$ cat src/rtl/core/gprm_pkg.sv
`timescale 1ns / 1ps

package gprm_pkg;

  // Field widths of the stream payloads.
  localparam int unsigned SAMPLE_W    = 24;
  localparam int unsigned SCALED_W    = 25;
  localparam int unsigned LEVEL_W     = 25;
  localparam int unsigned IN_TDATA_W  = 48;
  localparam int unsigned OUT_TDATA_W = 152;

  // Gain in unsigned Q2.14.
  localparam int unsigned GAIN_W    = 16;
  localparam int unsigned GAIN_FRAC = 14;
  localparam logic [GAIN_W-1:0] GAIN_MAX   = 16'd32768;
  localparam logic [GAIN_W-1:0] GAIN_RESET = 16'd16384;

  // Channel count register.
  localparam int unsigned CHAN_W = 2;
  localparam logic [CHAN_W-1:0] CHAN_RESET = 2'd2;

  // Configuration port.
  localparam int unsigned CFG_IDX_W  = 2;
  localparam int unsigned CFG_DATA_W = 16;
  localparam logic [CFG_IDX_W-1:0] REG_MASTER_GAIN   = 2'd0;
  localparam logic [CFG_IDX_W-1:0] REG_CHANNEL_COUNT = 2'd1;

  // Accumulation and level arithmetic.
  localparam int unsigned SQ_W       = 2 * SCALED_W;
  localparam int unsigned SUM_W      = 61;
  localparam int unsigned ROOT_W     = 31;
  localparam int unsigned DIV_STEPS  = SUM_W;
  localparam int unsigned SQRT_STEPS = ROOT_W;
  localparam int unsigned SQV_W      = 2 * SQRT_STEPS;
  localparam int unsigned SREM_W     = ROOT_W + 2;
  localparam int unsigned CNT_W      = $clog2(DIV_STEPS);

  // Frame queue between the front and back parts.
  localparam int unsigned QDEPTH = 2;
  localparam int unsigned QPTR_W = $clog2(QDEPTH);
  localparam int unsigned QCNT_W = $clog2(QDEPTH + 1);

  // One classified frame as it travels through the queue.
  typedef struct packed {
    logic signed [SCALED_W-1:0] left_scaled;
    logic signed [SCALED_W-1:0] right_scaled;
    logic                       last_frame;
    logic                       stereo;
  } frame_t;

  // Status of the level unit as seen by the back part.
  typedef struct packed {
    logic busy;
    logic done;
  } lvl_stat_t;

endpackage

$ cat src/rtl/core/gprm_queue.sv
`timescale 1ns / 1ps

module gprm_queue
  import gprm_pkg::*;
(
  input  logic   clk_i,
  input  logic   rst_ni,
  input  logic   push_i,
  input  frame_t entry_i,
  output logic   full_o,
  input  logic   pop_i,
  output frame_t head_o,
  output logic   empty_o
);

  frame_t            mem_q [QDEPTH];
  logic [QPTR_W-1:0] wr_ptr_q, rd_ptr_q;
  logic [QCNT_W-1:0] count_q;

  assign full_o  = (count_q == QCNT_W'(QDEPTH));
  assign empty_o = (count_q == '0);
  assign head_o  = mem_q[rd_ptr_q];

  always_ff @(posedge clk_i) begin
    if (push_i) begin
      mem_q[wr_ptr_q] <= entry_i;
    end
  end

  always_ff @(posedge clk_i or negedge rst_ni) begin
    if (!rst_ni) begin
      wr_ptr_q <= '0;
      rd_ptr_q <= '0;
      count_q  <= '0;
    end else begin
      if (push_i) begin
        wr_ptr_q <= (wr_ptr_q == QPTR_W'(QDEPTH - 1)) ? '0 : wr_ptr_q + 1'b1;
      end
      if (pop_i) begin
        rd_ptr_q <= (rd_ptr_q == QPTR_W'(QDEPTH - 1)) ? '0 : rd_ptr_q + 1'b1;
      end
      if (push_i && !pop_i) begin
        count_q <= count_q + 1'b1;
      end else if (pop_i && !push_i) begin
        count_q <= count_q - 1'b1;
      end
    end
  end

endmodule

$ cat config.mk
export PLATFORM = sky130hd
export DESIGN_NAME = gprm_queue
export DESIGN_NICKNAME = d
export VERILOG_FILES = /design/src/rtl/core/gprm_pkg.sv /design/src/rtl/core/gprm_queue.sv
export SDC_FILE = /design/constraint.sdc
export NUM_CORES = 1
export LEC_CHECK = 0
export BUFFER_PORTS_ARGS = -buffer_cell sky130_fd_sc_hd__buf_4
export CORE_ASPECT_RATIO = 1.75
export CORE_MARGIN = 1
export CORE_UTILIZATION = 40
export DETAILED_ROUTE_END_ITERATION = 7
export GPL_ROUTABILITY_DRIVEN = 0
export SLEW_MARGIN = 40
export SYNTH_ARGS = -nofsm -noshare
export SYNTH_HDL_FRONTEND = slang
export SYNTH_SLANG_ARGS = --single-unit
export TNS_END_PERCENT = 10
$ cat constraint.sdc
create_clock -name clk_i -period 4.3 [get_ports clk_i]
set_input_delay 0.645 -clock clk_i [delete_from_list [all_inputs] [get_ports clk_i]]
set_output_delay 0.645 -clock clk_i [all_outputs]
set_load 0.005 [all_outputs]
==> PnR_summary.wiki <==
{| class="wikitable"
! Metric !! Value
|-
| Number of placed I/O pins || 110
|-
| Clock tree from TritonCTS || done
|-
| Setup crit start kind || flop
|-
| Clock Sinks || 108
|-
| Timing endpoint of the critical path || head_o[36]
|-
| Delay-heaviest family, CP || flip-flops
|-
| Number of H-tree branching levels || 3
|-
| Die width || 79.4 µm
|-
| Worst hold path class || input pin to async pin
|-
| Most Frequent Cell on Critical Path || buf_12
|-
| Commonest non-fill, non-tap cell in the layout || buf_4
|-
| Starting Density || 40.9%
|-
| Number of design rule violations left after detail routing || 0
|-
| Top library cells by usage in the layout, fill and taps aside || buf_4, edfxtp_1, mux2_4
|-
| Fmax || 389 MHz
|-
| Worst path required time || 3.65 ns
|-
| Dpl hpwl || 4.71 mm
|-
| Avg Synthesized Cell Area || 23.5 µm²
|-
| Unrepaired setup endpoints after global routing || no
|-
| Number of storage elements in the synthesis netlist || 108
|-
| Total power consumption of the routed design || 3.43 mW
|-
| Maximum clock path buffer count || 2
|-
| Endpoint of the worst register-to-register path || mem_q[0][8]$_DFFE_PP_
|-
| Placed Instance Area || 5120 µm²
|-
| Fraction of the cycle the final worst path needs || between 50% and 60%
|-
| Max_slew headroom || between 50% and 60%
|-
| Post-route ant nets || 0
|-
| Leakage dissipation || between 2 and 2.5 nW
|-
| Die area || 10900 µm²
|-
| Worst setup startpoint || rd_ptr_q$_DFFE_PN0P_
|-
| Antenna violations before repair || 0
|-
| Post-synthesis cell type count || 13
|-
| Via/cell ratio || 4.62
|-
| Global-route wire length before repair || 9.97 mm
|-
| Worst-path clk slew || 0.06 ns
|-
| Proportion of synthesized chip area in sequential cells || 76.9%
|-
| Max Slew Vio Count || 0
|-
| Clk root buf || clkbuf_16
|-
| Vert. Die Dim || 137 µm
|-
| VDD IR max || 0.501 mV
|-
| Yosys warning count || 0
|-
| # hold bufs at CTS || 0
|-
| Final Hold Violating Endpoints || 0
|-
| Cell area after synthesis || 4190 µm²
|-
| Critical path's largest stage delay || 0.64 ns
|-
| Post-synthesis cell count || 178
|-
| Share of final-layout standard cells stronger than drive strength 1 || 59.5%
|-
| Smallest hold slack || between 0.08 and 0.09 ns
|-
| Overall overflow remaining after global route || 0
|-
| Total GRT Usage || about an eighth
|-
| Maximum fanout along the worst path || 19
|-
| Maximum number of pins on one net before global-route repair || 34
|-
| Final-report setup violation count || 0
|-
| Sequential cell area in the final layout || ~3200 µm²
|-
| Post-CTS sizing || 0
|-
| Worst Max-Slew Pin Slew || 0.641 ns
|-
| Ant diodes || 0
|-
| WP buf/inv || 3
|-
| Count of maximum capacitance violations || 0
|-
| Critical-path cell with the highest stage delay || dfrtp_4
|-
| Startpoint of the lowest-slack register-to-register path || wr_ptr_q$_DFFE_PN0P_
|-
| Power density over the cells || 632 nW/µm²
|-
| Post-Layout Inst Area || 5430 µm²
|-
| Number of DRC violations after detailed-routing iteration 0 || 76
|-
| Average wire per cell in the routed design || 16.2 µm
|-
| Type of destination of the critical path || output pin
|-
| Layout filler cell count || 840
|-
| Area growth, synth to finish || 29.6%
|-
| Number of cells traversed by the worst register-to-register path || 2
|-
| Net count, final || 353
|-
| Floorplan row count || slightly below 50
|-
| Net count of the mapped netlist || 235
|-
| Number of CTS-inserted buffers || 9
|-
| Chain of cells forming the critical path || buf_12, buf_12, mux2_2, buf_4
|-
| Buffers inserted by post-CTS timing repair || 0
|-
| Slack of the worst reg-to-reg path || ~2.4 ns
|-
| Routed wire length || just under 7 mm
|-
| Critical path depth || 4
|-
| Multi-input logic area || 862 µm²
|-
| WS Path Type || flop to output pin
|-
| Clk Latency, worst-skew pair || 0.34 ns
|-
| Total via count in the routed design || 1978
|-
| Final critical-path required period || roughly 2.6 ns
|-
| Crit path arrival time || 1.92 ns
|-
| Vias in the first global route || between 1.5k and 2k
|-
| Iteration count of the initial detailed-routing pass || 3
|-
| Result of the run || complete, no violations
|-
| Total of buffers placed on input and output ports || roughly 110
|-
| Clock tree skew after final layout || 0.00392 ns
|-
| Area of the core || between 10000 and 15000 µm²
|-
| Setup TNS || 0 ns
|}
-- cell usage after synthesis, drive strengths merged --
| master | instances | area (µm²) |
|---|---|---|
| nor2b | 2 | 12.5 |
| inv | 1 | 3.75 |
| xnor2 | 1 | 8.76 |
| ha | 1 | 12.5 |
| mux2 | 52 | 769 |
| xor2 | 4 | 35.0 |
| nor2 | 2 | 7.51 |
| edfxtp | 104 | 3120 |
| buf | 6 | 111 |
| dfrtp | 4 | 100 |
| and2 | 1 | 6.26 |
-- registers in the layout (all words and copies together), names as in the netlist --
signal	count
count_q	2
mem_q	104
wr_ptr_q	1
rd_ptr_q	1
-- per-stage QoR --
| step | util [%] | setup slack, ns | cells |
|---|---|---|---|
| after floorplan | - | 0.885 | 178 |
| after global placement | 49.7 | 1.99 | 410 |
| after detailed placement | 50.0 | 2.04 | 412 |
| after CTS | 53.0 | 1.68 | 428 |
| after global routing | 53.0 | 1.64 | 428 |
| final | 53.0 | 1.73 | 428 |
-- routing by layer --
metal  wire (µm)  track usage [%]  vias up
met3         427             4.57       11
met1        2370             12.4      977
li1            -                -      933
met5           0                0        -
met4         158             7.27        0
met2        3970             24.2       57
-- report_power, final --
group          total [mW]  internal, mW  switching [mW]
Clock               0.841         0.511           0.329
Combinational        1.09         0.679           0.407
Sequential           1.50          1.40           0.103
Total                3.43          2.59           0.840
-- worst reg2reg max path, delay by kind of cell, from the launching register on --
family | cells | cell delay (ns)
AND/OR/NAND/NOR | 1 | 0.54
flip-flops | 1 | 0.43
buffers and inverters | 1 | 0.51
-- cell families after synthesis --
group / share of synthesized area, %
xor gates and xnor gates: 1.05
adders and majority gates: 0.299
buffers and inverters: 2.75
DFF: 76.9
muxes: 18.4
and+or+nand+nor: 0.627
-- how the worst min path moves through the flow --
stage,start,end,depth (start not counted)
after floorplan,rst_ni,count_q[0]$_DFFE_PN0P_,0
after global placement,rst_ni,wr_ptr_q$_DFFE_PN0P_,1
after detailed placement,rst_ni,wr_ptr_q$_DFFE_PN0P_,1
after CTS,rst_ni,count_q[1]$_DFFE_PN0P_,1
after global routing,rst_ni,count_q[1]$_DFFE_PN0P_,1
final,rst_ni,count_q[1]$_DFFE_PN0P_,1
-- cell type report --
| class | instances | share of cell area (%) |
|---|---|---|
| Clock buffer | 14 | 4.49 |
| Multi-Input combinational cell | 63 | 15.9 |
| Sequential cell | 108 | 59.4 |
| Inverter | 1 | 0.0691 |
| Timing Repair Buffer | 113 | 16.1 |
| Tap cell | 127 | 2.93 |
| Clock inverter | 2 | 1.11 |
No activity file was read; power rests on OpenSTA's default activity.
