$ cat config.mk
export PLATFORM = sky130hd
export DESIGN_NAME = gprm_front
export DESIGN_NICKNAME = d
export VERILOG_FILES = /design/src/rtl/core/gprm_pkg.sv /design/src/rtl/core/gprm_front.sv
export SDC_FILE = /design/constraint.sdc
export NUM_CORES = 2
export LEC_CHECK = 0
export ABC_AREA = 0
export BUFFER_PORTS_ARGS = -buffer_cell sky130_fd_sc_hd__buf_2
export CAP_MARGIN = 20
export CORE_MARGIN = 2
export CORE_UTILIZATION = 61
export DETAILED_ROUTE_END_ITERATION = 7
export PLACE_DENSITY = 0.79
export SYNTH_ARGS = -nofsm -noshare
export SYNTH_HDL_FRONTEND = slang
export SYNTH_SLANG_ARGS = --single-unit
export TNS_END_PERCENT = 100
$ cat constraint.sdc
create_clock -name clk_i -period 8.9 [get_ports clk_i]
set_input_delay 0.89 -clock clk_i [delete_from_list [all_inputs] [get_ports clk_i]]
set_output_delay 0.89 -clock clk_i [all_outputs]
set_load 0.03 [all_outputs]
$ cat src/rtl/core/gprm_pkg.sv
`timescale 1ns / 1ps

package gprm_pkg;

  // Field widths of the stream payloads.
  localparam int unsigned SAMPLE_W    = 24;
  localparam int unsigned SCALED_W    = 25;
  localparam int unsigned LEVEL_W     = 25;
  localparam int unsigned IN_TDATA_W  = 48;
  localparam int unsigned OUT_TDATA_W = 152;

  // Gain in unsigned Q2.14.
  localparam int unsigned GAIN_W    = 16;
  localparam int unsigned GAIN_FRAC = 14;
  localparam logic [GAIN_W-1:0] GAIN_MAX   = 16'd32768;
  localparam logic [GAIN_W-1:0] GAIN_RESET = 16'd16384;

  // Channel count register.
  localparam int unsigned CHAN_W = 2;
  localparam logic [CHAN_W-1:0] CHAN_RESET = 2'd2;

  // Configuration port.
  localparam int unsigned CFG_IDX_W  = 2;
  localparam int unsigned CFG_DATA_W = 16;
  localparam logic [CFG_IDX_W-1:0] REG_MASTER_GAIN   = 2'd0;
  localparam logic [CFG_IDX_W-1:0] REG_CHANNEL_COUNT = 2'd1;

  // Accumulation and level arithmetic.
  localparam int unsigned SQ_W       = 2 * SCALED_W;
  localparam int unsigned SUM_W      = 61;
  localparam int unsigned ROOT_W     = 31;
  localparam int unsigned DIV_STEPS  = SUM_W;
  localparam int unsigned SQRT_STEPS = ROOT_W;
  localparam int unsigned SQV_W      = 2 * SQRT_STEPS;
  localparam int unsigned SREM_W     = ROOT_W + 2;
  localparam int unsigned CNT_W      = $clog2(DIV_STEPS);

  // Frame queue between the front and back parts.
  localparam int unsigned QDEPTH = 2;
  localparam int unsigned QPTR_W = $clog2(QDEPTH);
  localparam int unsigned QCNT_W = $clog2(QDEPTH + 1);

  // One classified frame as it travels through the queue.
  typedef struct packed {
    logic signed [SCALED_W-1:0] left_scaled;
    logic signed [SCALED_W-1:0] right_scaled;
    logic                       last_frame;
    logic                       stereo;
  } frame_t;

  // Status of the level unit as seen by the back part.
  typedef struct packed {
    logic busy;
    logic done;
  } lvl_stat_t;

endpackage

$ cat src/rtl/core/gprm_front.sv
`timescale 1ns / 1ps

module gprm_front
  import gprm_pkg::*;
(
  input  logic                  clk_i,
  input  logic                  rst_ni,
  input  logic                  cfg_valid_i,
  output logic                  cfg_ready_o,
  input  logic [CFG_IDX_W-1:0]  cfg_index_i,
  input  logic [CFG_DATA_W-1:0] cfg_data_i,
  input  logic                  in_valid_i,
  output logic                  in_ready_o,
  input  logic [IN_TDATA_W-1:0] in_data_i,
  input  logic                  in_last_i,
  input  logic                  q_full_i,
  output logic                  q_push_o,
  output frame_t                q_entry_o
);

  logic [GAIN_W-1:0]           gain_q, gain_d;
  logic [CHAN_W-1:0]           chan_q, chan_d;
  logic                        stereo;
  logic signed [SAMPLE_W-1:0]  left_in, right_in;
  logic signed [GAIN_W:0]      gain_s;
  logic signed [SAMPLE_W+GAIN_W:0] left_prod, right_prod;

  assign cfg_ready_o = 1'b1;

  always_comb begin
    gain_d = gain_q;
    chan_d = chan_q;
    if (cfg_valid_i) begin
      unique case (cfg_index_i)
        REG_MASTER_GAIN: begin
          gain_d = (cfg_data_i > GAIN_MAX) ? GAIN_MAX : cfg_data_i;
        end
        REG_CHANNEL_COUNT: begin
          chan_d = cfg_data_i[CHAN_W-1:0];
        end
        default: begin
        end
      endcase
    end
  end

  always_ff @(posedge clk_i or negedge rst_ni) begin
    if (!rst_ni) begin
      gain_q <= GAIN_RESET;
      chan_q <= CHAN_RESET;
    end else begin
      gain_q <= gain_d;
      chan_q <= chan_d;
    end
  end

  // Counts of two and three both mean stereo.
  assign stereo   = chan_q[1];
  assign left_in  = in_data_i[SAMPLE_W-1:0];
  assign right_in = in_data_i[2*SAMPLE_W-1:SAMPLE_W];
  assign gain_s   = $signed({1'b0, gain_q});

  assign left_prod  = left_in * gain_s;
  assign right_prod = right_in * gain_s;

  // Taking the bits above the fraction is an arithmetic shift, so it floors.
  always_comb begin
    q_entry_o.left_scaled  = left_prod[GAIN_FRAC +: SCALED_W];
    q_entry_o.right_scaled = stereo ? right_prod[GAIN_FRAC +: SCALED_W] : '0;
    q_entry_o.last_frame   = in_last_i;
    q_entry_o.stereo       = stereo;
  end

  assign in_ready_o = !q_full_i;
  assign q_push_o   = in_valid_i && !q_full_i;

endmodule

==> impl_metrics.json <==
{
  "grt_pass1_wl_um": 112000,
  "finalClockSkew_ns": 0,
  "gr-total-overflow": 0,
  "clock_path_buffers": 2,
  "critical_path.max_stage_delay_ns": 0.85,
  "synth-simple-area-share_pct": 16.0,
  "postCtsSetupBuffers": 0,
  "drt_iter0_markers": 1556,
  "die_h_um": 216,
  "cts-root-buf": "clkbuf_16",
  "start_util_pct": 61.7,
  "yosys-top-cells-area": "fa_1 53%, inv_1 12%, ha_1 8.6%",
  "clk_pin_slew_ns": 0.05,
  "crit_type": "reg -> out",
  "fmax_mhz": 119,
  "clk_latency_ns": 0.25,
  "synth_top_area_cell": "fa_1",
  "worstSetupStartpointType": "flip-flop",
  "crit_top_cell": "fa_1",
  "core_area_mm2": 0.0442,
  "gp_congestion": 0.887,
  "antenna_found_initial": 2,
  "arrival_ns": 7.51,
  "whs_ns": 0.554,
  "rrSetupSlack_ns": 7.36,
  "slew_violations": 0,
  "setup_viol": 0,
  "synth_xor_area_share_pct": 2.18,
  "ctsResizeCount": 0,
  "syn_to_final_growth_pct": 4.44,
  "worstReg2RegEnd": "gain_q[7]",
  "syn_area_per_cell_um2": 8.84,
  "synthMuxAreaShare_pct": 0.380,
  "ys_seq_elements": 17,
  "synth_ff_type": "dfrtp_1",
  "cts.sinks": 17,
  "tns_ns": 0,
  "r2r-start": "gain_q[7]",
  "min_period_ns": 8.40,
  "hpwl_um": 53800,
  "fin_nets": 4099,
  "ant_nets": 0,
  "hold_violations": 0,
  "status": "finished clean",
  "cts_hold_buf": 0,
  "drive_gt1_share_pct": 5.56,
  "rsz0062_at_grt": "false",
  "vias": 20467,
  "yosys.area.top_type_share_pct": 53.2,
  "syn-num-nets": 4075,
  "io_buffers": 123,
  "synthAdderAreaFrac_pct": 61.8,
  "yosysWarnings": 0,
  "ios": 127,
  "synth_compound_area_share_pct": 4.13,
  "worst-path-max-fanout": 25,
  "hold_path_class": "in -> async",
  "cts_buffers": 3,
  "row_count": 77,
  "synth_area_mm2": 0.0273,
  "finish.utilization_pct": 64.5,
  "async_reset_ff_share_pct": 100,
  "drv_cap": 0,
  "grt_max_degree": 49,
  "period_share_pct": 94.4,
  "max_slew_margin_pct": 27.2,
  "reg2regPathDepth": 2,
  "wirelength_um": 65100,
  "grt_pass1_vias": 23203,
  "drtPass1Iterations": 6,
  "die_w_um": 216,
  "synth_edf_count": 0,
  "cp-end-kind": "output port",
  "synthCells": 3089,
  "path_cells": "buf_4, and2_1, fa_1, inv_1, fa_1, fa_1, inv_1, fa_1, fa_1, inv_1, fa_1, inv_1, ha_1, nand4_1, o21ai_0, a221o_1, nand3_1, a221oi_2, a211oi_4, o31ai_1, mux2i_1, buf_2",
  "tightest_slew_ns": 1.09,
  "synth_top_family_by_area": "adder cells",
  "grt_usage_pct": 30.1,
  "drc": 0,
  "ys_seq_area_share_pct": 1.57,
  "wl_per_cell_um": 17.6,
  "viasPerCell": 5.52,
  "htree_levels": 1,
  "crit_required_ns": 8.01,
  "tritoncts": "yes",
  "ys_types": 60,
  "die-area_mm2": 0.0465,
  "slowest_stage": "dfrtp_1"
}
==> routing by layer <==
metal  share of wire (%)  GRT usage, %  wire, µm
met5                   0             0         0
met4                 4.3          11.4      2810
met3                 6.4          2.92      4140
met2                  51          52.8     33000
met1                  39          38.8     25200
==> stage by stage <==
step / instances / setup WS [ns] / area (µm²)
6_report: 3706 / 0.498 / 28500
5_1_grt: 3704 / 0.129 / 28500
4_1_cts: 3704 / 0.530 / 28500
3_5_place_dp: 3700 / 0.767 / 28400
3_3_place_gp: 3700 / 0.886 / 28400
2_1_floorplan: 3089 / 1.00 / 27300
==> cells by family after synthesis <==
logic type	count (synthesis)
buffers and inverters	1009
AND/OR/NAND/NOR	908
multiplexers	10
other	1
AO/OA/AOI/OAI	162
flip-flops	17
XOR/XNOR	68
adder cells (fa/ha/maj)	914
==> synth_stat cells, types with 2 or more instances <==
cell,number
a211oi_1,4
a21o_1,20
a21oi_1,52
a22o_1,14
a31o_2,2
a31oi_1,8
and2_1,316
and3_1,7
buf_4,2
clkbuf_1,134
dfrtp_1,15
dfstp_2,2
fa_1,726
ha_1,188
inv_1,873
mux2_2,3
mux2i_1,7
nand2_1,479
nand2b_1,11
nand3_1,15
nand4_1,7
nor2_1,36
nor2b_1,8
nor3_1,16
nor4_1,4
o2111ai_1,3
o211ai_1,3
o21a_1,6
o21ai_0,17
o21ai_1,2
o21bai_1,6
o311a_1,2
o31ai_1,6
or3_1,3
xnor2_1,55
xor2_1,13
==> cell usage in the layout, fill, tap and decap left out, types with 6 or more instances in the layout <==
cell / instances
inv_1: 873
fa_1: 726
nand2_1: 479
and2_1: 316
ha_1: 188
buf_2: 123
xnor2_1: 55
a21oi_1: 52
nor2_1: 36
buf_4: 28
a21o_1: 20
o21ai_0: 17
nor3_1: 16
nand3_1: 15
dfrtp_1: 15
a22o_1: 14
xor2_1: 13
nand2b_1: 11
a31oi_1: 8
nor2b_1: 8
and3_1: 7
nand4_1: 7
mux2i_1: 7
o21a_1: 6
o31ai_1: 6
o21bai_1: 6
==> layout make-up <==
class | instances | area, µm²
Antenna cell | 2 | 5.00
Multi-Input combinational cell | 2063 | 23100
Timing Repair Buffer | 155 | 906
Tap cell | 592 | 741
Sequential cell | 17 | 428
Clock inverter | 1 | 5.00
Inverter | 873 | 3280
Clock buffer | 3 | 75.1
Fill cell | 3639 | 15700
==> state kept, by name, indices dropped and copies added, names as in the netlist <==
signal / count
chan_q: 1
gain_q: 16
==> worst max path at each step <==
stage / from / to / slack (ns) / depth (start not counted)
finish: gain_q[7] / q_entry_o[19] / 0.50 / 22
global route: gain_q[7] / q_entry_o[18] / 0.13 / 22
CTS: gain_q[7] / q_entry_o[19] / 0.53 / 22
detailed placement: in_data_i[35] / q_entry_o[19] / 0.77 / 21
global placement: in_data_i[34] / q_entry_o[19] / 0.89 / 21
floorplan: in_data_i[23] / q_entry_o[49] / 1.00 / 21
==> worst max-delay path: cells and delay by family, from the launching register on <==
kind	cells	cell delay (ns)
compound gates	5	1.76
buf+inv	6	0.86
mux	1	0.21
fa+ha+maj	7	3.14
simple gates	3	0.44
flops	1	0.85
Power is left out: the tool's default activity adds up to more than one toggle a clock period on the data nets, which glitch-free logic cannot reach.
