### src/rtl/core/gprm_pkg.sv
`timescale 1ns / 1ps

package gprm_pkg;

  // Field widths of the stream payloads.
  localparam int unsigned SAMPLE_W    = 24;
  localparam int unsigned SCALED_W    = 25;
  localparam int unsigned LEVEL_W     = 25;
  localparam int unsigned IN_TDATA_W  = 48;
  localparam int unsigned OUT_TDATA_W = 152;

  // Gain in unsigned Q2.14.
  localparam int unsigned GAIN_W    = 16;
  localparam int unsigned GAIN_FRAC = 14;
  localparam logic [GAIN_W-1:0] GAIN_MAX   = 16'd32768;
  localparam logic [GAIN_W-1:0] GAIN_RESET = 16'd16384;

  // Channel count register.
  localparam int unsigned CHAN_W = 2;
  localparam logic [CHAN_W-1:0] CHAN_RESET = 2'd2;

  // Configuration port.
  localparam int unsigned CFG_IDX_W  = 2;
  localparam int unsigned CFG_DATA_W = 16;
  localparam logic [CFG_IDX_W-1:0] REG_MASTER_GAIN   = 2'd0;
  localparam logic [CFG_IDX_W-1:0] REG_CHANNEL_COUNT = 2'd1;

  // Accumulation and level arithmetic.
  localparam int unsigned SQ_W       = 2 * SCALED_W;
  localparam int unsigned SUM_W      = 61;
  localparam int unsigned ROOT_W     = 31;
  localparam int unsigned DIV_STEPS  = SUM_W;
  localparam int unsigned SQRT_STEPS = ROOT_W;
  localparam int unsigned SQV_W      = 2 * SQRT_STEPS;
  localparam int unsigned SREM_W     = ROOT_W + 2;
  localparam int unsigned CNT_W      = $clog2(DIV_STEPS);

  // Frame queue between the front and back parts.
  localparam int unsigned QDEPTH = 2;
  localparam int unsigned QPTR_W = $clog2(QDEPTH);
  localparam int unsigned QCNT_W = $clog2(QDEPTH + 1);

  // One classified frame as it travels through the queue.
  typedef struct packed {
    logic signed [SCALED_W-1:0] left_scaled;
    logic signed [SCALED_W-1:0] right_scaled;
    logic                       last_frame;
    logic                       stereo;
  } frame_t;

  // Status of the level unit as seen by the back part.
  typedef struct packed {
    logic busy;
    logic done;
  } lvl_stat_t;

endpackage

### src/rtl/core/gprm_level.sv
`timescale 1ns / 1ps

module gprm_level
  import gprm_pkg::*;
#(
  parameter int unsigned TALLY_W = 13
) (
  input  logic               clk_i,
  input  logic               rst_ni,
  input  logic               start_i,
  input  logic [SUM_W-1:0]   sum_l_i,
  input  logic [SUM_W-1:0]   sum_r_i,
  input  logic [TALLY_W-1:0] count_i,
  output lvl_stat_t          stat_o,
  output logic [ROOT_W-1:0]  root_l_o,
  output logic [ROOT_W-1:0]  root_r_o
);

  localparam logic [1:0] L_IDLE = 2'd0;
  localparam logic [1:0] L_DIV  = 2'd1;
  localparam logic [1:0] L_SQRT = 2'd2;

  logic [1:0]         state_q, state_d;
  logic [CNT_W-1:0]   cnt_q, cnt_d;
  logic               done_q, done_d;
  logic [TALLY_W-1:0] n_q;

  // Restoring division, one quotient bit per cycle for each channel.
  logic [SUM_W-1:0]   dq_l_q, dq_r_q, dq_l_d, dq_r_d;
  logic [TALLY_W-1:0] rem_l_q, rem_r_q, rem_l_d, rem_r_d;
  logic [TALLY_W:0]   dtr_l, dtr_r;
  logic               dge_l, dge_r;

  // Digit-by-digit square root, two radicand bits per cycle.
  logic [SQV_W-1:0]   sv_l_q, sv_r_q;
  logic [SREM_W-1:0]  sr_l_q, sr_r_q, sr_l_d, sr_r_d;
  logic [ROOT_W-1:0]  rt_l_q, rt_r_q;
  logic [SREM_W+1:0]  cand_l, cand_r, trial_l, trial_r;
  logic               sge_l, sge_r;

  always_comb begin
    dtr_l  = {rem_l_q, dq_l_q[SUM_W-1]};
    dtr_r  = {rem_r_q, dq_r_q[SUM_W-1]};
    dge_l  = dtr_l >= {1'b0, n_q};
    dge_r  = dtr_r >= {1'b0, n_q};
    rem_l_d = dge_l ? TALLY_W'(dtr_l - {1'b0, n_q}) : TALLY_W'(dtr_l);
    rem_r_d = dge_r ? TALLY_W'(dtr_r - {1'b0, n_q}) : TALLY_W'(dtr_r);
    dq_l_d = {dq_l_q[SUM_W-2:0], dge_l};
    dq_r_d = {dq_r_q[SUM_W-2:0], dge_r};

    cand_l  = {sr_l_q, sv_l_q[SQV_W-1 -: 2]};
    cand_r  = {sr_r_q, sv_r_q[SQV_W-1 -: 2]};
    trial_l = (SREM_W+2)'({rt_l_q, 2'b01});
    trial_r = (SREM_W+2)'({rt_r_q, 2'b01});
    sge_l   = cand_l >= trial_l;
    sge_r   = cand_r >= trial_r;
    sr_l_d  = sge_l ? SREM_W'(cand_l - trial_l) : SREM_W'(cand_l);
    sr_r_d  = sge_r ? SREM_W'(cand_r - trial_r) : SREM_W'(cand_r);
  end

  always_comb begin
    state_d = state_q;
    cnt_d   = cnt_q;
    done_d  = 1'b0;
    unique case (state_q)
      L_IDLE: begin
        if (start_i) begin
          state_d = L_DIV;
          cnt_d   = '0;
        end
      end
      L_DIV: begin
        if (cnt_q == CNT_W'(DIV_STEPS - 1)) begin
          state_d = L_SQRT;
          cnt_d   = '0;
        end else begin
          cnt_d = cnt_q + 1'b1;
        end
      end
      L_SQRT: begin
        if (cnt_q == CNT_W'(SQRT_STEPS - 1)) begin
          state_d = L_IDLE;
          done_d  = 1'b1;
        end else begin
          cnt_d = cnt_q + 1'b1;
        end
      end
      default: begin
        state_d = L_IDLE;
      end
    endcase
  end

  always_ff @(posedge clk_i or negedge rst_ni) begin
    if (!rst_ni) begin
      state_q <= L_IDLE;
      cnt_q   <= '0;
      done_q  <= 1'b0;
    end else begin
      state_q <= state_d;
      cnt_q   <= cnt_d;
      done_q  <= done_d;
    end
  end

  always_ff @(posedge clk_i) begin
    if (state_q == L_IDLE && start_i) begin
      dq_l_q  <= sum_l_i;
      dq_r_q  <= sum_r_i;
      rem_l_q <= '0;
      rem_r_q <= '0;
      n_q     <= count_i;
    end else if (state_q == L_DIV) begin
      dq_l_q  <= dq_l_d;
      dq_r_q  <= dq_r_d;
      rem_l_q <= rem_l_d;
      rem_r_q <= rem_r_d;
      if (cnt_q == CNT_W'(DIV_STEPS - 1)) begin
        sv_l_q <= SQV_W'(dq_l_d);
        sv_r_q <= SQV_W'(dq_r_d);
        sr_l_q <= '0;
        sr_r_q <= '0;
        rt_l_q <= '0;
        rt_r_q <= '0;
      end
    end else if (state_q == L_SQRT) begin
      sv_l_q <= {sv_l_q[SQV_W-3:0], 2'b00};
      sv_r_q <= {sv_r_q[SQV_W-3:0], 2'b00};
      sr_l_q <= sr_l_d;
      sr_r_q <= sr_r_d;
      rt_l_q <= {rt_l_q[ROOT_W-2:0], sge_l};
      rt_r_q <= {rt_r_q[ROOT_W-2:0], sge_r};
    end
  end

  assign stat_o.busy = (state_q != L_IDLE);
  assign stat_o.done = done_q;
  assign root_l_o    = rt_l_q;
  assign root_r_o    = rt_r_q;

endmodule

### config.mk
export PLATFORM = sky130hd
export DESIGN_NAME = gprm_level
export DESIGN_NICKNAME = d
export VERILOG_FILES = /design/src/rtl/core/gprm_pkg.sv /design/src/rtl/core/gprm_level.sv
export SDC_FILE = /design/constraint.sdc
export NUM_CORES = 1
export LEC_CHECK = 0
export ABC_CLOCK_PERIOD_IN_PS = 9000
export BUFFER_PORTS_ARGS = -buffer_cell sky130_fd_sc_hd__buf_4
export CORE_AREA = 2 2 204 206
export CTS_CLUSTER_SIZE = 30
export DETAILED_ROUTE_END_ITERATION = 6
export DIE_AREA = 0 0 206 208
export GPL_TIMING_DRIVEN = 0
export HOLD_SLACK_MARGIN = 0.06
export PLACE_DENSITY = 0.71
export SYNTH_ARGS = -nofsm -noshare
export SYNTH_HDL_FRONTEND = slang
export SYNTH_SLANG_ARGS = --single-unit
### constraint.sdc
create_clock -name clk_i -period 9 [get_ports clk_i]
set_input_delay 0.45 -clock clk_i [delete_from_list [all_inputs] [get_ports clk_i]]
set_output_delay 0.45 -clock clk_i [all_outputs]
set_load 0.005 [all_outputs]
==> run metrics <==
status=finished, final reports clean; vias per cell=roughly 5.4; unrepaired setup endpoints after global routing=false; EDFF count, synth=between 300 and 400; Die ar.=42800 µm²; Synth area leaders=edfxtp_1, nand2_1, mux2_2, ha_1, nor2_1; first-pass GRT wire length=slightly below 80000 µm; CTS buffer count=45; Total GRT Usage=0.228; Hold Fails Final Rpt=0; routed wire length=48300 µm; register area share after synthesis=0.557; DP Wirelength=33800 µm; number of I/O pins=202; Final ANT Viol Nets=0; Pins Over Slew Limit=0; post-layout net count=2550; Synth top area share=0.523; Startpoint Class=flop; Yosys top cell by area=edfxtp_1; worst path required time=9.24 ns; CTS sink count=422; final instance area=about 26000 µm²; reg-to-reg slack, setup=5.00 ns; Die X=~210 µm; CTS tree=yes; HP Class=in2reg; max cap viols=0; root buf cell=clkbuf_16; Syn Inst Count=2044; CP max-delay cell=nand2b_4; initial antenna violation count=5; H-Tree Level Count=2; Rows=74; final core utilization=0.644; drt first pass iters=5; FILL cells=around 3200; critical path class=reg2reg; Worst Skew=0.0219 ns; top fanout value on the critical path=67; Final Setup Violations=0; Clk pin slew, worst setup/hold paths=0.06 ns; Core ar.=~41000 µm²; post-synthesis to final-layout area growth=17.6%; Synthesized Nets=2283; Synth Register Bits=about 420; Yosys cell types=between 60 and 70; Multi-input gate area=just over 9000 µm²; most used flip-flop cell after synthesis=edfxtp_1; share of flip-flops with an asynchronous set or reset=0.0213; min Tclk post-route=around 4 ns; Slew HR=0.135; most common cell after layout, fill and taps aside=nand2_1; share of post-route cells with drive strength above 1=0.179; vias in the first global route=about 16000; Worst R2R Path Depth=7; RR Startpoint=state_q[1]; wire per inst=16.8 µm; Starting Density=0.548; worst skew pair latency=0.59 ns; global route overflow=0; Area after DPL=24500 µm²; CTS Buffer Depth=3; routability congestion estimate from global placement=0.885; CP Launch Point=state_q[1]; Achievable Freq=~0.25 GHz; Critical Path Sink=dq_l_q[28]; Die H=208 µm; PortBufs=approximately 200; via count=15692; Storage cell area=12400 µm²; crit-path cells=inv_1 -> ha_1 -> clkbuf_1 -> clkbuf_1 -> clkbuf_1 -> nand2b_4 -> buf_16; highest-count cells in the layout ignoring fill and taps=nand2_1, edfxtp_1, buf_4; most used cell, CP=clkbuf_1; Critical Path End Type=flop; largest net degree at the start of global routing=69; crit path DAT=~4.2 ns; Worst Max-Slew Pin Slew=1.30 ns; Avg Inst Size Synth=10.9 µm²; YS warnings=0; Final period util=0.445; # DRC=0; DR iter-0 viols=908; Post-Syn Area=approximately 22000 µm²; crit-path max cell delay=0.78 ns; reg2reg end=dq_l_q[28]
[per-layer routing]
| metal | part of all wire | GRT usage | wire length, µm |
|---|---|---|---|
| met1 | 0.44 | 0.308 | 21500 |
| met2 | 0.48 | 0.375 | 23100 |
| met3 | 0.053 | 0.0395 | 2550 |
| met4 | 0.024 | 0.0677 | 1170 |
| met5 | 0 | 0 | 0 |
[critical path: cells and delay by family (launching register included)]
family | cells | cell delay, ns
flops | 1 | 0.39
fa+ha+maj | 1 | 0.16
buf+inv | 5 | 2.16
simple gates | 1 | 0.78
[repair_timing]
action | 4_1_cts | 5_1_grt
hold endpoints to repair | 22 | 0
hold buffers | 14 | 0
resized for setup | 0 | 0
buffers inserted | 0 | 0
[state kept, by name, indices dropped and copies added, names as in the netlist]
signal	flops
cnt_q	6
done_q	1
dq_l_q	61
dq_r_q	61
n_q	13
rem_l_q	13
rem_r_q	13
root_l_o	31
root_r_o	31
sr_l_q	33
sr_r_q	33
state_q	2
sv_l_q	62
sv_r_q	62
[synthesized netlist by cell type, drive strengths merged (3+ instances only)]
cell     count
o21bai       7
a221oi       3
xor2        26
edfxtp     387
dfxtp       26
xnor2       53
and2         6
a31oi        9
nand3       16
a221o        3
nand2      425
o31ai        6
a31o         4
mux2i       63
a211oi      25
nor2       200
or2          6
mux2       122
buf         15
a2111oi      4
a21o        46
nand2b      16
and3        11
a21oi       97
o21ai       73
o211ai       4
dfrtp        9
o41a         3
ha          99
nor3        24
nor2b       18
nand4       18
a211o        4
inv        103
or3          4
o21a         8
clkbuf      79
[layout make-up]
cell class,instances,area share
timing repair buffer,220,0.0681
sequential,422,0.473
clock inverter,33,0.0112
multi-input combinational,1425,0.347
buffer,94,0.0154
clock buffer,49,0.0441
tap,532,0.0255
antenna,5,0.000479
inverter,103,0.0148
[worst min-delay path by stage]
stage | from | end | depth (start not counted)
6_report | sum_r_i[20] | dq_r_q[20] | 3
3_5_place_dp | rst_ni | done_q | 1
2_1_floorplan | rst_ni | cnt_q[0] | 0
5_1_grt | sum_l_i[22] | dq_l_q[22] | 3
3_3_place_gp | rst_ni | done_q | 1
4_1_cts | sum_r_i[22] | dq_r_q[22] | 3
[metrics by stage]
stage,setup TNS (ns),setup WS [ns],cells,hold slack [ns]
floorplan,0,1.52,2044,0.154
global placement,-379.45,-1.53,2777,0.283
detailed placement,0,5.04,2782,0.286
CTS,0,4.99,2878,0.0797
global route,0,4.78,2883,0.102
finish,0,5.00,2883,0.119
[kinds of logic (layout without fill, tap and decap cells)]
family,after synthesis,after routing,synth area share
multiplexers,185,185,0.0902
flip-flops,422,422,0.557
AND/OR/NAND/NOR,750,750,0.139
buffers and inverters,197,499,0.0355
other,0,5,0
XOR/XNOR,79,79,0.0311
adder cells (fa/ha/maj),101,101,0.0576
AO/OA/AOI/OAI,310,310,0.0897
Power is not shown: default switching activity piles up to over one toggle a cycle in this logic, so the estimate is an artifact.
