--- config.mk ---
export PLATFORM = sky130hd
export DESIGN_NAME = gprm_back
export DESIGN_NICKNAME = d
export VERILOG_FILES = /design/src/rtl/core/gprm_pkg.sv /design/src/rtl/core/gprm_back.sv
export SDC_FILE = /design/constraint.sdc
export NUM_CORES = 2
export LEC_CHECK = 0
export BUFFER_PORTS_ARGS = -buffer_cell sky130_fd_sc_hd__buf_4
export CORE_ASPECT_RATIO = 0.7
export CORE_MARGIN = 2
export CORE_UTILIZATION = 35
export DETAILED_ROUTE_END_ITERATION = 8
export SLEW_MARGIN = 0
export SYNTH_ARGS = -nofsm -noshare
export SYNTH_HDL_FRONTEND = slang
export SYNTH_SLANG_ARGS = --single-unit
--- constraint.sdc ---
create_clock -name clk_i -period 62.3 [get_ports clk_i]
set_input_delay 12.46 -clock clk_i [delete_from_list [all_inputs] [get_ports clk_i]]
set_output_delay 12.46 -clock clk_i [all_outputs]
set_load 0.005 [all_outputs]
--- src/rtl/core/gprm_pkg.sv ---
`timescale 1ns / 1ps

package gprm_pkg;

  // Field widths of the stream payloads.
  localparam int unsigned SAMPLE_W    = 24;
  localparam int unsigned SCALED_W    = 25;
  localparam int unsigned LEVEL_W     = 25;
  localparam int unsigned IN_TDATA_W  = 48;
  localparam int unsigned OUT_TDATA_W = 152;

  // Gain in unsigned Q2.14.
  localparam int unsigned GAIN_W    = 16;
  localparam int unsigned GAIN_FRAC = 14;
  localparam logic [GAIN_W-1:0] GAIN_MAX   = 16'd32768;
  localparam logic [GAIN_W-1:0] GAIN_RESET = 16'd16384;

  // Channel count register.
  localparam int unsigned CHAN_W = 2;
  localparam logic [CHAN_W-1:0] CHAN_RESET = 2'd2;

  // Configuration port.
  localparam int unsigned CFG_IDX_W  = 2;
  localparam int unsigned CFG_DATA_W = 16;
  localparam logic [CFG_IDX_W-1:0] REG_MASTER_GAIN   = 2'd0;
  localparam logic [CFG_IDX_W-1:0] REG_CHANNEL_COUNT = 2'd1;

  // Accumulation and level arithmetic.
  localparam int unsigned SQ_W       = 2 * SCALED_W;
  localparam int unsigned SUM_W      = 61;
  localparam int unsigned ROOT_W     = 31;
  localparam int unsigned DIV_STEPS  = SUM_W;
  localparam int unsigned SQRT_STEPS = ROOT_W;
  localparam int unsigned SQV_W      = 2 * SQRT_STEPS;
  localparam int unsigned SREM_W     = ROOT_W + 2;
  localparam int unsigned CNT_W      = $clog2(DIV_STEPS);

  // Frame queue between the front and back parts.
  localparam int unsigned QDEPTH = 2;
  localparam int unsigned QPTR_W = $clog2(QDEPTH);
  localparam int unsigned QCNT_W = $clog2(QDEPTH + 1);

  // One classified frame as it travels through the queue.
  typedef struct packed {
    logic signed [SCALED_W-1:0] left_scaled;
    logic signed [SCALED_W-1:0] right_scaled;
    logic                       last_frame;
    logic                       stereo;
  } frame_t;

  // Status of the level unit as seen by the back part.
  typedef struct packed {
    logic busy;
    logic done;
  } lvl_stat_t;

endpackage

--- src/rtl/core/gprm_back.sv ---
`timescale 1ns / 1ps

module gprm_back
  import gprm_pkg::*;
#(
  parameter int unsigned FRAME_LIMIT = 4096,
  parameter int unsigned TALLY_W     = 13
) (
  input  logic                   clk_i,
  input  logic                   rst_ni,
  input  logic                   q_empty_i,
  input  frame_t                 q_head_i,
  output logic                   q_pop_o,
  output logic                   lvl_start_o,
  output logic [SUM_W-1:0]       lvl_sum_l_o,
  output logic [SUM_W-1:0]       lvl_sum_r_o,
  output logic [TALLY_W-1:0]     lvl_count_o,
  input  lvl_stat_t              lvl_stat_i,
  input  logic [ROOT_W-1:0]      lvl_root_l_i,
  input  logic [ROOT_W-1:0]      lvl_root_r_i,
  output logic                   out_valid_o,
  input  logic                   out_ready_i,
  output logic [OUT_TDATA_W-1:0] out_data_o,
  output logic                   out_last_o
);

  localparam logic [1:0] B_IDLE  = 2'd0;
  localparam logic [1:0] B_ACC   = 2'd1;
  localparam logic [1:0] B_LEVEL = 2'd2;
  localparam logic [1:0] B_OUT   = 2'd3;

  logic [1:0]          state_q, state_d;
  logic                slot_free, load_out, pop;

  frame_t              cur_q;
  logic                done_q;
  logic [LEVEL_W-1:0]  mag_l_q, mag_r_q, mag_l, mag_r;
  logic [SQ_W-1:0]     sq_l_q, sq_r_q;

  logic [SUM_W-1:0]    sum_l_q, sum_r_q, sum_l_n, sum_r_n;
  logic [SUM_W:0]      add_l, add_r;
  logic [LEVEL_W-1:0]  pk_l_q, pk_r_q, pk_l_n, pk_r_n;
  logic [TALLY_W-1:0]  tally_q, tally_n;
  logic                close_blk;

  logic [LEVEL_W-1:0]  held_q [4];

  logic                out_valid_q;
  logic [OUT_TDATA_W-1:0] out_data_q;
  logic                out_last_q;

  assign slot_free = !out_valid_q || out_ready_i;
  assign load_out  = (state_q == B_OUT) && slot_free;
  assign pop       = !q_empty_i && ((state_q == B_IDLE) || load_out);
  assign q_pop_o   = pop;

  // Magnitude of a 25-bit value; the most negative one maps to 2^24.
  assign mag_l = q_head_i.left_scaled[SCALED_W-1]
               ? LEVEL_W'(-q_head_i.left_scaled) : LEVEL_W'(q_head_i.left_scaled);
  assign mag_r = q_head_i.right_scaled[SCALED_W-1]
               ? LEVEL_W'(-q_head_i.right_scaled) : LEVEL_W'(q_head_i.right_scaled);

  always_comb begin
    add_l   = {1'b0, sum_l_q} + (SUM_W+1)'(sq_l_q);
    add_r   = {1'b0, sum_r_q} + (SUM_W+1)'(sq_r_q);
    sum_l_n = add_l[SUM_W] ? {SUM_W{1'b1}} : add_l[SUM_W-1:0];
    sum_r_n = cur_q.stereo ? (add_r[SUM_W] ? {SUM_W{1'b1}} : add_r[SUM_W-1:0]) : sum_r_q;
    pk_l_n  = (mag_l_q > pk_l_q) ? mag_l_q : pk_l_q;
    pk_r_n  = (cur_q.stereo && (mag_r_q > pk_r_q)) ? mag_r_q : pk_r_q;
    tally_n = tally_q + 1'b1;
    close_blk = cur_q.last_frame || (tally_n >= TALLY_W'(FRAME_LIMIT));
  end

  always_comb begin
    state_d = state_q;
    unique case (state_q)
      B_IDLE: begin
        if (pop) begin
          state_d = B_ACC;
        end
      end
      B_ACC: begin
        state_d = close_blk ? B_LEVEL : B_OUT;
      end
      B_LEVEL: begin
        if (lvl_stat_i.done) begin
          state_d = B_OUT;
        end
      end
      B_OUT: begin
        if (load_out) begin
          state_d = pop ? B_ACC : B_IDLE;
        end
      end
      default: begin
        state_d = B_IDLE;
      end
    endcase
  end

  assign lvl_start_o = (state_q == B_ACC) && close_blk;
  assign lvl_sum_l_o = sum_l_n;
  assign lvl_sum_r_o = sum_r_n;
  assign lvl_count_o = tally_n;

  always_ff @(posedge clk_i or negedge rst_ni) begin
    if (!rst_ni) begin
      state_q     <= B_IDLE;
      sum_l_q     <= '0;
      sum_r_q     <= '0;
      pk_l_q      <= '0;
      pk_r_q      <= '0;
      tally_q     <= '0;
      held_q[0]   <= '0;
      held_q[1]   <= '0;
      held_q[2]   <= '0;
      held_q[3]   <= '0;
      out_valid_q <= 1'b0;
    end else begin
      state_q <= state_d;
      if (state_q == B_ACC) begin
        if (close_blk) begin
          held_q[0] <= pk_l_n;
          held_q[1] <= cur_q.stereo ? pk_r_n : pk_l_n;
          sum_l_q   <= '0;
          sum_r_q   <= '0;
          pk_l_q    <= '0;
          pk_r_q    <= '0;
          tally_q   <= '0;
        end else begin
          sum_l_q <= sum_l_n;
          sum_r_q <= sum_r_n;
          pk_l_q  <= pk_l_n;
          pk_r_q  <= pk_r_n;
          tally_q <= tally_n;
        end
      end
      if (state_q == B_LEVEL && lvl_stat_i.done) begin
        held_q[2] <= lvl_root_l_i[LEVEL_W-1:0];
        held_q[3] <= cur_q.stereo ? lvl_root_r_i[LEVEL_W-1:0] : lvl_root_l_i[LEVEL_W-1:0];
      end
      if (load_out) begin
        out_valid_q <= 1'b1;
      end else if (out_ready_i) begin
        out_valid_q <= 1'b0;
      end
    end
  end

  always_ff @(posedge clk_i) begin
    if (pop) begin
      cur_q   <= q_head_i;
      mag_l_q <= mag_l;
      mag_r_q <= mag_r;
      sq_l_q  <= mag_l * mag_l;
      sq_r_q  <= mag_r * mag_r;
    end
    if (state_q == B_ACC) begin
      done_q <= close_blk;
    end
    if (load_out) begin
      out_data_q <= {2'b00, held_q[3], held_q[2], held_q[1], held_q[0],
                     cur_q.right_scaled, cur_q.left_scaled};
      out_last_q <= done_q;
    end
  end

  assign out_valid_o = out_valid_q;
  assign out_data_o  = out_data_q;
  assign out_last_o  = out_last_q;

endmodule

==> flow_summary.json <==
{
  "vias_per_cell": 5.113,
  "max_cap_violations": 0,
  "fill_cells": 18640,
  "die_area_um2": 194100,
  "status": "finished clean",
  "yosys_warnings": 0,
  "ys_seq_area_share_pct": 26.48,
  "grt_use_met2_pct": 29.34,
  "fmax_ghz": 0.03788,
  "skew_ns": 0.03551,
  "critPathLaunchType": "input pin",
  "fin_setup_tns_ns": 0,
  "cts_tree": "yes",
  "synth_flop_cell": "edfxtp_1",
  "grt_max_degree": 151,
  "avgSynthCellArea_um2": 9.953,
  "initial_core_util_pct": 35.11,
  "wl_per_cell_um": 21.52,
  "drt_iter0_markers": 4258,
  "cts.sinks": 636,
  "cts_hold_buf": 0,
  "reg2regPathDepth": 12,
  "cp.arrival_ns": 13.94,
  "hold_path_class": "reg2reg",
  "crit_end": "q_pop_o",
  "setup_violations": 0,
  "io_pins": 411,
  "synth_seq_cells": 636,
  "first_pass_iters": 6,
  "critPathKind": "in2out",
  "synth.distinct_cells": 107,
  "synthToLayoutAreaGrowth_pct": 12.70,
  "clk_path_buf_depth": 3,
  "first_global_vias": 50010,
  "layout_commonest_cell": "inv_1",
  "min_from": "cur_q[25]$_DFFE_PP_",
  "clk_pin_slew_ns": 0.06,
  "grt_use_met3_pct": 5.459,
  "chipWidth_um": 525.7,
  "cts-buffers-inserted": 72,
  "synth-edff-count": 348,
  "antenna_found_initial": 7,
  "drive_gt1_share_pct": 10.44,
  "grt.busiest_layer": "met1",
  "end_kind": "primary output",
  "holdPathStages": 0,
  "slew_headroom_pct": 14.47,
  "drc": 0,
  "mostFrequentLayoutCells": "inv_1, fa_1, nand2_1, ha_1, buf_4",
  "drtAntennaViolNets": 0,
  "cts_resized": 0,
  "vias": 49110,
  "rsz0062_at_grt": "false",
  "layout.nets": 8596,
  "crit_fanout": 16,
  "syn_inst": 6701,
  "gr-total-overflow": 0,
  "r2r_setup_slack_ns": 57.47,
  "track_usage_pct": 21.32,
  "final_max_slew_viol_count": 0,
  "routed_wl_um": 206700,
  "die_h_um": 369.2,
  "post-route-period-util_pct": 42.37,
  "final-hold-violation-count": 0,
  "required_ns": 49.84,
  "rows": 134,
  "place_hpwl_um": 160900,
  "async_reset_ff_share_pct": 45.28,
  "synth_area_um2": 66690,
  "port_buffers": 395,
  "h-tree-depth": 3,
  "clk_latency_ns": 0.69,
  "worst_r2r_endpoint": "sum_r_q[56]$_DFFE_PN0P_",
  "grt_pass1_wl_um": 314400,
  "gp_congestion": 0.9470,
  "max_slew.worst_pin.slew_ns": 1.283,
  "cts_setup_buffers": 0,
  "clockRootBuffer": "clkbuf_16",
  "core-area_um2": 190000,
  "grtUsageMet1_pct": 33.54,
  "fin_crit_ns": 26.40,
  "startpoint": "out_ready_i",
  "r2r_start": "cur_q[2]$_DFFE_PP_"
}
[logic make-up (layout without fill, tap and decap cells)]
logic type	count (synthesis)	after routing	synth area share, %
AND/OR/NAND/NOR	1423	1423	9.514
other	2	40	0.01126
adder cells (fa/ha/maj)	1450	1450	37.72
multiplexers	133	133	2.097
XOR/XNOR	256	256	3.418
buffers and inverters	1683	2032	9.559
flip-flops	636	636	26.48
AO/OA/AOI/OAI	1118	1118	11.21
[final cells by class]
type	count	area [um^2]	share of cell area, %
Inverter	1426	5354	7.123
Tap cell	2516	3148	4.188
Antenna cell	2	5.005	0.006659
Clock buffer	98	2061	2.742
Multi-Input combinational cell	4418	42990	57.19
Clock inverter	36	362.8	0.4828
Sequential cell	636	17660	23.49
Timing Repair Buffer	472	3588	4.774
[how the worst min path moves through the flow]
stage	end
after floorplan	out_data_o[10]$_DFFE_PP_
after global placement	out_data_o[24]$_DFFE_PP_
after detailed placement	out_data_o[10]$_DFFE_PP_
after CTS	out_data_o[76]$_DFFE_PP_
after global routing	out_last_o$_DFFE_PP_
final	out_data_o[48]$_DFFE_PP_
[state kept, by name, summed over array words and instances (netlist names)]
| register | flops |
|---|---|
| pk_r_q | 25 |
| sq_r_q | 48 |
| held_q | 100 |
| out_last_o | 1 |
| done_q | 1 |
| mag_r_q | 24 |
| cur_q | 52 |
| mag_l_q | 24 |
| sq_l_q | 48 |
| out_data_o | 150 |
| tally_q | 13 |
| out_valid_o | 1 |
| pk_l_q | 25 |
| sum_r_q | 61 |
| sum_l_q | 61 |
| state_q | 2 |
[metrics by stage]
| stage | hold WS, ns | util, % | cells | worst slack (ns) | instance area, um^2 |
|---|---|---|---|---|---|
| global route | 0.4229 | 39.57 | 9603 | 35.79 | 75160 |
| CTS | 0.4102 | 39.56 | 9602 | 35.81 | 75160 |
| floorplan | 0.4003 | - | 6737 | 25.35 | 66830 |
| detailed placement | 0.4045 | 38.29 | 9468 | 35.80 | 72730 |
| finish | 0.4120 | 39.57 | 9604 | 35.90 | 75160 |
| global placement | 0.4012 | 38.29 | 9468 | 35.82 | 72730 |
[routing by layer]
layer / wire, um / part of all wire (%)
met1: 101900 / 49
met2: 81640 / 40
met3: 20110 / 9.7
met4: 2979 / 1.4
met5: 13 / 0.0063
[worst max-delay path: stages]
cell and delay, ns:
buf_4 0.08, nand2b_1 0.17, and2_4 0.45, nor2_1 0.13, nor2_4 0.42, buf_4 0.20
[synthesized netlist by cell type, types with 9 or more instances]
cell | number | area share, %
a211oi_1 | 13 | 0.15
a21o_1 | 192 | 2.2
a21oi_1 | 266 | 2.0
a22o_1 | 123 | 1.6
a31oi_1 | 74 | 0.69
a41o_1 | 9 | 0.14
a41oi_1 | 9 | 0.12
and2_1 | 28 | 0.26
and3_1 | 45 | 0.42
and4_1 | 11 | 0.14
buf_1 | 9 | 0.051
buf_2 | 25 | 0.19
clkbuf_1 | 216 | 1.2
clkinv_1 | 13 | 0.073
dfrtp_1 | 288 | 11
edfxtp_1 | 348 | 16
fa_1 | 934 | 28
ha_1 | 516 | 9.7
inv_1 | 1403 | 7.9
inv_2 | 10 | 0.056
mux2_2 | 54 | 0.91
mux2i_1 | 79 | 1.2
nand2_1 | 596 | 3.4
nand2b_1 | 28 | 0.26
nand3_1 | 66 | 0.50
nand4_1 | 60 | 0.56
nor2_1 | 423 | 2.4
nor2b_1 | 25 | 0.23
nor3_1 | 48 | 0.36
nor4_1 | 21 | 0.20
o211ai_1 | 15 | 0.17
o21a_1 | 23 | 0.26
o21ai_0 | 220 | 1.7
o21ai_1 | 16 | 0.12
o21bai_1 | 36 | 0.41
o31ai_1 | 13 | 0.15
or2_1 | 9 | 0.084
or2_2 | 15 | 0.14
or3_1 | 15 | 0.14
or4_1 | 9 | 0.10
xnor2_1 | 146 | 1.9
xor2_1 | 105 | 1.4
Power is left out: the tool's default activity adds up to more than one toggle a clock period on the data nets, which glitch-free logic cannot reach.
